--- config.mk ---
export PLATFORM = sky130hd
export DESIGN_NAME = terminal_key_escape_decoder_flat
export DESIGN_NICKNAME = d
export VERILOG_FILES = /design/src/rtl/core/tked_pkg.sv /design/src/rtl/core/tked_if.sv /design/src/rtl/core/tked_decoder.sv /design/src/rtl/core/terminal_key_escape_decoder.sv /design/src/flat_wrapper.sv
export SDC_FILE = /design/constraint.sdc
export NUM_CORES = 1
export LEC_CHECK = 0
export ABC_AREA = 1
export BUFFER_PORTS_ARGS = -buffer_cell sky130_fd_sc_hd__buf_2
export CAP_MARGIN = 20
export CORE_MARGIN = 5
export CORE_UTILIZATION = 48
export DETAILED_ROUTE_END_ITERATION = 10
export GPL_TIMING_DRIVEN = 0
export PLACE_DENSITY = 0.78
export SYNTH_ARGS = -nofsm -noshare
export SYNTH_HDL_FRONTEND = slang
export SYNTH_HIERARCHICAL = 1
export SYNTH_SLANG_ARGS = --single-unit
export TNS_END_PERCENT = 10
--- constraint.sdc ---
create_clock -name clk -period 3 [get_ports clk]
set_clock_uncertainty 0.2 [all_clocks]
set_input_delay 0.15 -clock clk [delete_from_list [all_inputs] [get_ports clk]]
set_output_delay 0.15 -clock clk [all_outputs]
set_load 0.005 [all_outputs]
--- src/rtl/core/tked_pkg.sv ---
`timescale 1ns / 1ps
// ----------------------------------------------------------------------------
// tked_pkg
// Shared types and constants for the terminal key escape decoder: parser
// states, key event codes, byte codes and the decode result struct.
// ----------------------------------------------------------------------------
package tked_pkg;

    // byte codes seen on the terminal link
    localparam logic [7:0] BYTE_BS     = 8'd8;
    localparam logic [7:0] BYTE_TAB    = 8'd9;
    localparam logic [7:0] BYTE_LF     = 8'd10;
    localparam logic [7:0] BYTE_ESC    = 8'd27;
    localparam logic [7:0] BYTE_DEL    = 8'd127;
    localparam logic [7:0] BYTE_BS_ALT = 8'd247;
    localparam logic [7:0] BYTE_LBRKT  = 8'h5B;  // '['
    localparam logic [7:0] BYTE_SS3    = 8'h4F;  // 'O'
    localparam logic [7:0] BYTE_TILDE  = 8'h7E;  // '~'
    localparam logic [7:0] BYTE_SEMI   = 8'h3B;  // ';'
    localparam logic [7:0] BYTE_A      = 8'h41;
    localparam logic [7:0] BYTE_B      = 8'h42;
    localparam logic [7:0] BYTE_C      = 8'h43;
    localparam logic [7:0] BYTE_D      = 8'h44;
    localparam logic [7:0] BYTE_F      = 8'h46;
    localparam logic [7:0] BYTE_H      = 8'h48;
    localparam logic [7:0] BYTE_1      = 8'h31;
    localparam logic [7:0] BYTE_3      = 8'h33;
    localparam logic [7:0] BYTE_4      = 8'h34;
    localparam logic [7:0] BYTE_5      = 8'h35;
    localparam logic [7:0] BYTE_6      = 8'h36;

    // parser states
    typedef enum logic [3:0] {
        ST_IDLE = 4'd0,
        ST_ESC  = 4'd1,
        ST_CSI  = 4'd2,
        ST_SS3  = 4'd3,
        ST_DEL  = 4'd4,
        ST_HOME = 4'd5,
        ST_END  = 4'd6,
        ST_PAGE = 4'd7,
        ST_MOD  = 4'd8,
        ST_MODK = 4'd9
    } parse_state_t;

    // key event codes
    typedef enum logic [3:0] {
        EV_CHAR   = 4'd0,
        EV_BACK   = 4'd1,
        EV_TAB    = 4'd2,
        EV_ENTER  = 4'd3,
        EV_UP     = 4'd4,
        EV_DOWN   = 4'd5,
        EV_RIGHT  = 4'd6,
        EV_LEFT   = 4'd7,
        EV_HOME   = 4'd8,
        EV_END    = 4'd9,
        EV_DELETE = 4'd10
    } key_event_t;

    // outcome of decoding one byte
    typedef struct packed {
        parse_state_t next_state;
        logic         ev_valid;
        key_event_t   ev;
        logic [7:0]   ch;
    } decode_t;

endpackage

--- src/rtl/core/tked_if.sv ---
`timescale 1ns / 1ps
// ----------------------------------------------------------------------------
// tked_if
// Valid/ready channels of the decoder: a byte channel in, a key event
// channel out.
// ----------------------------------------------------------------------------
interface tked_byte_if;
    logic       valid;
    logic       ready;
    logic [7:0] in_byte;

    modport source (output valid, output in_byte, input ready);
    modport sink   (input valid, input in_byte, output ready);
endinterface

interface tked_key_if;
    logic       valid;
    logic       ready;
    logic [3:0] key_event;
    logic [7:0] char_value;

    modport source (output valid, output key_event, output char_value, input ready);
    modport sink   (input valid, input key_event, input char_value, output ready);
endinterface

--- src/rtl/core/tked_decoder.sv ---
`timescale 1ns / 1ps
// ----------------------------------------------------------------------------
// tked_decoder
// Next-state and event logic of the escape sequence parser for one byte.
// ----------------------------------------------------------------------------
module tked_decoder
(
    input  tked_pkg::parse_state_t state,
    input  logic [7:0]             data,
    output tked_pkg::decode_t      dec
);

    // per-state decode
    always_comb
    begin
        dec.next_state = tked_pkg::ST_IDLE;
        dec.ev_valid   = 1'b0;
        dec.ev         = tked_pkg::EV_CHAR;
        dec.ch         = 8'd0;
        case (state)
            tked_pkg::ST_IDLE:
            begin
                dec.ev_valid = 1'b1;
                if (data inside {tked_pkg::BYTE_BS, tked_pkg::BYTE_DEL, tked_pkg::BYTE_BS_ALT})
                begin
                    dec.ev = tked_pkg::EV_BACK;
                end
                else if (data == tked_pkg::BYTE_TAB)
                begin
                    dec.ev = tked_pkg::EV_TAB;
                end
                else if (data == tked_pkg::BYTE_LF)
                begin
                    dec.ev = tked_pkg::EV_ENTER;
                end
                else if (data == tked_pkg::BYTE_ESC)
                begin
                    dec.ev_valid   = 1'b0;
                    dec.next_state = tked_pkg::ST_ESC;
                end
                else
                begin
                    dec.ch = data;
                end
            end
            tked_pkg::ST_ESC:
            begin
                if (data == tked_pkg::BYTE_LBRKT)
                begin
                    dec.next_state = tked_pkg::ST_CSI;
                end
                else if (data == tked_pkg::BYTE_SS3)
                begin
                    dec.next_state = tked_pkg::ST_SS3;
                end
            end
            tked_pkg::ST_CSI:
            begin
                case (data)
                    tked_pkg::BYTE_A:
                    begin
                        dec.ev_valid = 1'b1;
                        dec.ev       = tked_pkg::EV_UP;
                    end
                    tked_pkg::BYTE_B:
                    begin
                        dec.ev_valid = 1'b1;
                        dec.ev       = tked_pkg::EV_DOWN;
                    end
                    tked_pkg::BYTE_C:
                    begin
                        dec.ev_valid = 1'b1;
                        dec.ev       = tked_pkg::EV_RIGHT;
                    end
                    tked_pkg::BYTE_D:
                    begin
                        dec.ev_valid = 1'b1;
                        dec.ev       = tked_pkg::EV_LEFT;
                    end
                    tked_pkg::BYTE_H:
                    begin
                        dec.ev_valid = 1'b1;
                        dec.ev       = tked_pkg::EV_HOME;
                    end
                    tked_pkg::BYTE_F:
                    begin
                        dec.ev_valid = 1'b1;
                        dec.ev       = tked_pkg::EV_END;
                    end
                    tked_pkg::BYTE_3: dec.next_state = tked_pkg::ST_DEL;
                    tked_pkg::BYTE_1: dec.next_state = tked_pkg::ST_HOME;
                    tked_pkg::BYTE_4: dec.next_state = tked_pkg::ST_END;
                    tked_pkg::BYTE_5,
                    tked_pkg::BYTE_6: dec.next_state = tked_pkg::ST_PAGE;
                    default: dec.next_state = tked_pkg::ST_IDLE;
                endcase
            end
            tked_pkg::ST_SS3:
            begin
                if (data == tked_pkg::BYTE_H)
                begin
                    dec.ev_valid = 1'b1;
                    dec.ev       = tked_pkg::EV_HOME;
                end
                else if (data == tked_pkg::BYTE_F)
                begin
                    dec.ev_valid = 1'b1;
                    dec.ev       = tked_pkg::EV_END;
                end
            end
            tked_pkg::ST_DEL:
            begin
                if (data == tked_pkg::BYTE_TILDE)
                begin
                    dec.ev_valid = 1'b1;
                    dec.ev       = tked_pkg::EV_DELETE;
                end
                else if (data == tked_pkg::BYTE_SEMI)
                begin
                    dec.next_state = tked_pkg::ST_MOD;
                end
            end
            tked_pkg::ST_HOME:
            begin
                if (data == tked_pkg::BYTE_TILDE)
                begin
                    dec.ev_valid = 1'b1;
                    dec.ev       = tked_pkg::EV_HOME;
                end
                else if (data == tked_pkg::BYTE_SEMI)
                begin
                    dec.next_state = tked_pkg::ST_MOD;
                end
            end
            tked_pkg::ST_END:
            begin
                if (data == tked_pkg::BYTE_TILDE)
                begin
                    dec.ev_valid = 1'b1;
                    dec.ev       = tked_pkg::EV_END;
                end
            end
            tked_pkg::ST_PAGE:
            begin
                if (data == tked_pkg::BYTE_SEMI)
                begin
                    dec.next_state = tked_pkg::ST_MOD;
                end
            end
            tked_pkg::ST_MOD:
            begin
                if (data inside {tked_pkg::BYTE_3, tked_pkg::BYTE_5, tked_pkg::BYTE_A,
                                 tked_pkg::BYTE_B, tked_pkg::BYTE_C, tked_pkg::BYTE_D})
                begin
                    dec.next_state = tked_pkg::ST_MODK;
                end
            end
            // modifier tail byte and unused codes: absorb, back to idle
            default: dec.next_state = tked_pkg::ST_IDLE;
        endcase
    end

endmodule

--- src/rtl/core/terminal_key_escape_decoder.sv ---
`timescale 1ns / 1ps
// Path: an accepted byte is held in the input register, then decoded into the
// result register, which offers its key event on the output.
// Throughput: one byte per cycle while the result register is empty or being
// drained, set by the single parser state register that is updated as each
// byte leaves the input register.
// Reset: asynchronous, clears both valid flags and returns the parser to idle.
// ----------------------------------------------------------------------------
// terminal_key_escape_decoder
// Decodes a stream of terminal bytes, including ANSI/VT100 escape sequences,
// into key events and character events.
// ----------------------------------------------------------------------------
module terminal_key_escape_decoder
(
    input  logic             clk,
    input  logic             rst_n,
    tked_byte_if.sink        rx,
    tked_key_if.source       key
);

    logic                   in_valid_reg;
    logic                   in_valid_next;
    logic [7:0]             in_byte_reg;
    tked_pkg::parse_state_t state_reg;
    tked_pkg::parse_state_t state_next;
    logic                   res_valid_reg;
    logic                   res_valid_next;
    tked_pkg::key_event_t   res_event_reg;
    logic [7:0]             res_char_reg;
    logic                   res_ready;
    logic                   in_fire;
    logic                   dec_fire;
    tked_pkg::decode_t      dec;

    // handshake: the result register takes a new entry when empty or being drained
    assign res_ready = !res_valid_reg || key.ready;
    assign dec_fire  = in_valid_reg && res_ready;
    assign rx.ready  = !in_valid_reg || res_ready;
    assign in_fire   = rx.valid && rx.ready;

    // decode of the registered byte
    tked_decoder u_decoder
    (
        .state (state_reg),
        .data  (in_byte_reg),
        .dec   (dec)
    );

    // next values of control state
    always_comb
    begin
        in_valid_next = in_valid_reg;
        if (in_fire)
        begin
            in_valid_next = 1'b1;
        end
        else if (dec_fire)
        begin
            in_valid_next = 1'b0;
        end

        state_next = dec_fire ? dec.next_state : state_reg;

        res_valid_next = res_valid_reg;
        if (dec_fire)
        begin
            res_valid_next = dec.ev_valid;
        end
        else if (key.ready)
        begin
            res_valid_next = 1'b0;
        end
    end

    // control registers
    always_ff @(posedge clk or negedge rst_n)
    begin
        if (!rst_n)
        begin
            in_valid_reg  <= 1'b0;
            state_reg     <= tked_pkg::ST_IDLE;
            res_valid_reg <= 1'b0;
        end
        else
        begin
            in_valid_reg  <= in_valid_next;
            state_reg     <= state_next;
            res_valid_reg <= res_valid_next;
        end
    end

    // payload registers
    always_ff @(posedge clk)
    begin
        if (in_fire)
        begin
            in_byte_reg <= rx.in_byte;
        end
        if (dec_fire && dec.ev_valid)
        begin
            res_event_reg <= dec.ev;
            res_char_reg  <= dec.ch;
        end
    end

    assign key.valid      = res_valid_reg;
    assign key.key_event  = res_event_reg;
    assign key.char_value = res_char_reg;

    // the input side only stalls while a byte is held
    a_stall_holds_byte: assert property (@(posedge clk) disable iff (!rst_n)
        !rx.ready |-> in_valid_reg)
        else $error("input stalled with empty input register");

    // only char events carry a byte value
    a_char_only: assert property (@(posedge clk) disable iff (!rst_n)
        key.valid && key.key_event != tked_pkg::EV_CHAR |-> key.char_value == 8'd0)
        else $error("non-char event with non-zero char value");

    // ESC in idle opens a sequence without an event
    a_esc_opens: assert property (@(posedge clk) disable iff (!rst_n)
        dec_fire && state_reg == tked_pkg::ST_IDLE && in_byte_reg == tked_pkg::BYTE_ESC
        |=> state_reg == tked_pkg::ST_ESC && !res_valid_reg)
        else $error("ESC did not open a sequence");

    // the modifier tail byte always ends the sequence
    a_mod_tail: assert property (@(posedge clk) disable iff (!rst_n)
        dec_fire && state_reg == tked_pkg::ST_MODK |=> state_reg == tked_pkg::ST_IDLE)
        else $error("modifier tail did not return to idle");

    // the parser state only moves when a byte is decoded
    a_state_moves: assert property (@(posedge clk) disable iff (!rst_n)
        !dec_fire |=> $stable(state_reg))
        else $error("parser state changed without a byte");

endmodule
--- src/flat_wrapper.sv ---
// flat-port wrapper written by rule: the top's interface ports become plain ports
module terminal_key_escape_decoder_flat 
  (clk, rst_n, rx_valid, rx_in_byte, rx_ready, key_valid, key_key_event, key_char_value, key_ready);
  tked_byte_if rx_i ();
  tked_key_if key_i ();
  input  logic clk;
  input  logic rst_n;
  input wire logic [$bits(rx_i.valid)-1:0] rx_valid;
  input wire logic [$bits(rx_i.in_byte)-1:0] rx_in_byte;
  output wire logic [$bits(rx_i.ready)-1:0] rx_ready;
  output wire logic [$bits(key_i.valid)-1:0] key_valid;
  output wire logic [$bits(key_i.key_event)-1:0] key_key_event;
  output wire logic [$bits(key_i.char_value)-1:0] key_char_value;
  input wire logic [$bits(key_i.ready)-1:0] key_ready;
  assign rx_i.valid = rx_valid;
  assign rx_i.in_byte = rx_in_byte;
  assign rx_ready = rx_i.ready;
  assign key_valid = key_i.valid;
  assign key_key_event = key_i.key_event;
  assign key_char_value = key_i.char_value;
  assign key_i.ready = key_ready;
  terminal_key_escape_decoder u_core (.clk(clk), .rst_n(rst_n), .rx(rx_i), .key(key_i));
endmodule
==> results_dict.tcl <==
set metrics [dict create \
    status "completed" \
    synth.largest_area_cell "edfxtp_1" \
    grt_usage 0.163 \
    netlist-cell-type-count 24 \
    area_growth_pct 22.6 \
    first_global_vias 1253 \
    hold-path-endpoint "u_core/key.valid" \
    hold_depth 4 \
    dp.cells 255 \
    hp-class "in -> reg" \
    drtIter0Drc 71 \
    postRouteWirelength_microns 3080 \
    postSynthCellCount 186 \
    setup_violations 0 \
    synth.cell_area_sq_mm 0.00152 \
    core_area_sq_mm 0.00305 \
    layout_min_cycle_time_ps 2320 \
    yosysSeqAreaShare 0.493 \
    peakVddDrop_uv 273 \
    synthesis.nets 198 \
    end_kind "register" \
    hold_violations 0 \
    dieArea_sq_mm 0.00440 \
    die_w_microns 66.3 \
    rows 20 \
    final_nets 242 \
    gp_congestion 0.895 \
    syn_avg_cell_area_sq_um 8.19 \
    hold_buffers 13 \
    rrSetupSlack_ps 680 \
    path_class "reg -> reg" \
    rsz0062_at_grt "no" \
    vias 1365 \
    cts_made_buffers 3 \
    initial_utilization 0.499 \
    grt_pass1_wl_microns 5440 \
    leakage_uw 0.000923 \
    antenna_found_initial 0 \
    antenna_cells 0 \
    post_drt_wl_per_cell_microns 11.3 \
    grt_start_max_net_pins 15 \
    clock_latency_ps 330 \
    ys_ff_latch 26 \
    r2r_cells 8 \
    finalSetupTns_ps 0 \
    worst_ep_arrival_time_ps 2160 \
    synth_warnings 6 \
    worstPathRequired_ps 2850 \
    start_kind "register" \
    first_pass_iters 4 \
    max-slew-margin-rel 0.760 \
    clk_pin_slew_ps 140 \
    r2r_start "u_core/in_byte_reg[3]" \
    final_cells 273 \
    min_from "key_ready" \
    worst_slew_pin_slew_ps 357 \
    drc 0 \
    io_pins 26 \
    timing.rr.end "u_core/key.char_value[0]" \
    vias_per_cell 5.00 \
    post_cts_buffers 0 \
    clk_path_buf_depth 2 \
    ctsResizeCount 0 \
    synth_top_area_frac 0.394 \
    drive_above_1_share 0.253 \
    htreeDepth 1 \
    cp_max_fo 11 \
    gr-total-overflow 0 \
    cts_tree "yes" \
    cts_root_buffer "clkbuf_4" \
    die_h_microns 66.3 \
    synth_area_leaders "edfxtp_1, nand2_1, dfrtp_1, nand3_1, nor2_1" \
    port_buffers 25 \
    numClockSinks 26 \
    timing.fmax_ghz 0.432 \
    final_antenna_net_count 0 \
    powerDensity_mw_per_mm2 382 \
    period_share 0.772 \
    max_cap_viol_count 0 \
    dp_hpwl_microns 2310 \
    slew_violations 0 \
]
==> cells in the final DEF, fill, tap and decap left out, types with 7 or more instances in the layout <==
master and n:
nand2_1 53, nor3_1 7, nor2_1 21, nand4_1 7, inv_1 17, inv_2 9
edfxtp_1 20, nand3_1 18, dlygate4sd3_1 13, buf_2 25
==> cells in the mapped netlist (all sizes together) <==
library cell / n
nand2: 59
dfrtp: 6
edfxtp: 20
nand3: 20
nand4: 8
a21boi: 1
clkinv: 1
a21oi: 6
o21ai: 2
nor2: 28
or2: 1
inv: 26
nor3: 8
==> how the worst max path moves through the flow <==
stage | from | end | slack [ps] | depth (start not counted)
floorplan | u_core/in_byte_reg[3] | u_core/key.char_value[0] | 750 | 7
global route | u_core/in_byte_reg[3] | u_core/key.char_value[0] | 550 | 8
detailed placement | u_core/in_byte_reg[3] | u_core/key.char_value[6] | 270 | 7
CTS | u_core/in_byte_reg[3] | u_core/key.char_value[0] | 240 | 7
global placement | u_core/in_byte_reg[3] | u_core/key.char_value[5] | 350 | 7
finish | u_core/in_byte_reg[3] | u_core/key.char_value[0] | 680 | 8
==> logic make-up after synthesis <==
| kind of cell | Yosys count | synth area share |
|---|---|---|
| AOI/OAI and AO/OA | 9 | 0.0362 |
| buffers and inverters | 27 | 0.0674 |
| DFF | 26 | 0.493 |
| and+or+nand+nor | 124 | 0.403 |
==> worst max-delay path, cell delays in order, from the launching register on <==
cell and delay, ps:
edfxtp_1 520, nor2_1 270, nand2_1 140, nand3_1 130, nand3_1 120, nand4_1 120
inv_1 70, nor2_1 210, buf_4 240
==> through the flow <==
step	worst slack, ps	util	power (uW)	hold slack, ps	cell area, sq um
6_report	685	0.611	714	30.9	1870
2_1_floorplan	754	-	510	-346	1520
3_5_place_dp	265	0.558	551	-221	1700
5_1_grt	547	0.611	753	65.3	1870
3_3_place_gp	348	0.558	548	-220	1700
4_1_cts	241	0.609	718	23.2	1860
==> metal layers <==
layer  share of wire  track usage  vias to the layer above
li1                -            -                      697
met1            0.44        0.201                      624
met2            0.48        0.275                       39
met3           0.051       0.0221                        5
met4           0.020       0.0838                        0
met5               0            0                        -
==> layout make-up <==
cell class,instances,area (sq um)
fillers,284,1190
flip-flops and latches,26,751
multi-input cells,133,669
repair buffers,39,263
inverters,27,103
well taps,44,55.1
clock buffers,3,22.5
clock inverters,1,3.75
==> power by group <==
group | switching (uW) | internal [uW] | total, uW
clock network | 104 | 48.9 | 152
logic | 70.0 | 50.1 | 120
registers | 17.9 | 423 | 441
(Power assumes the default switching activity.)
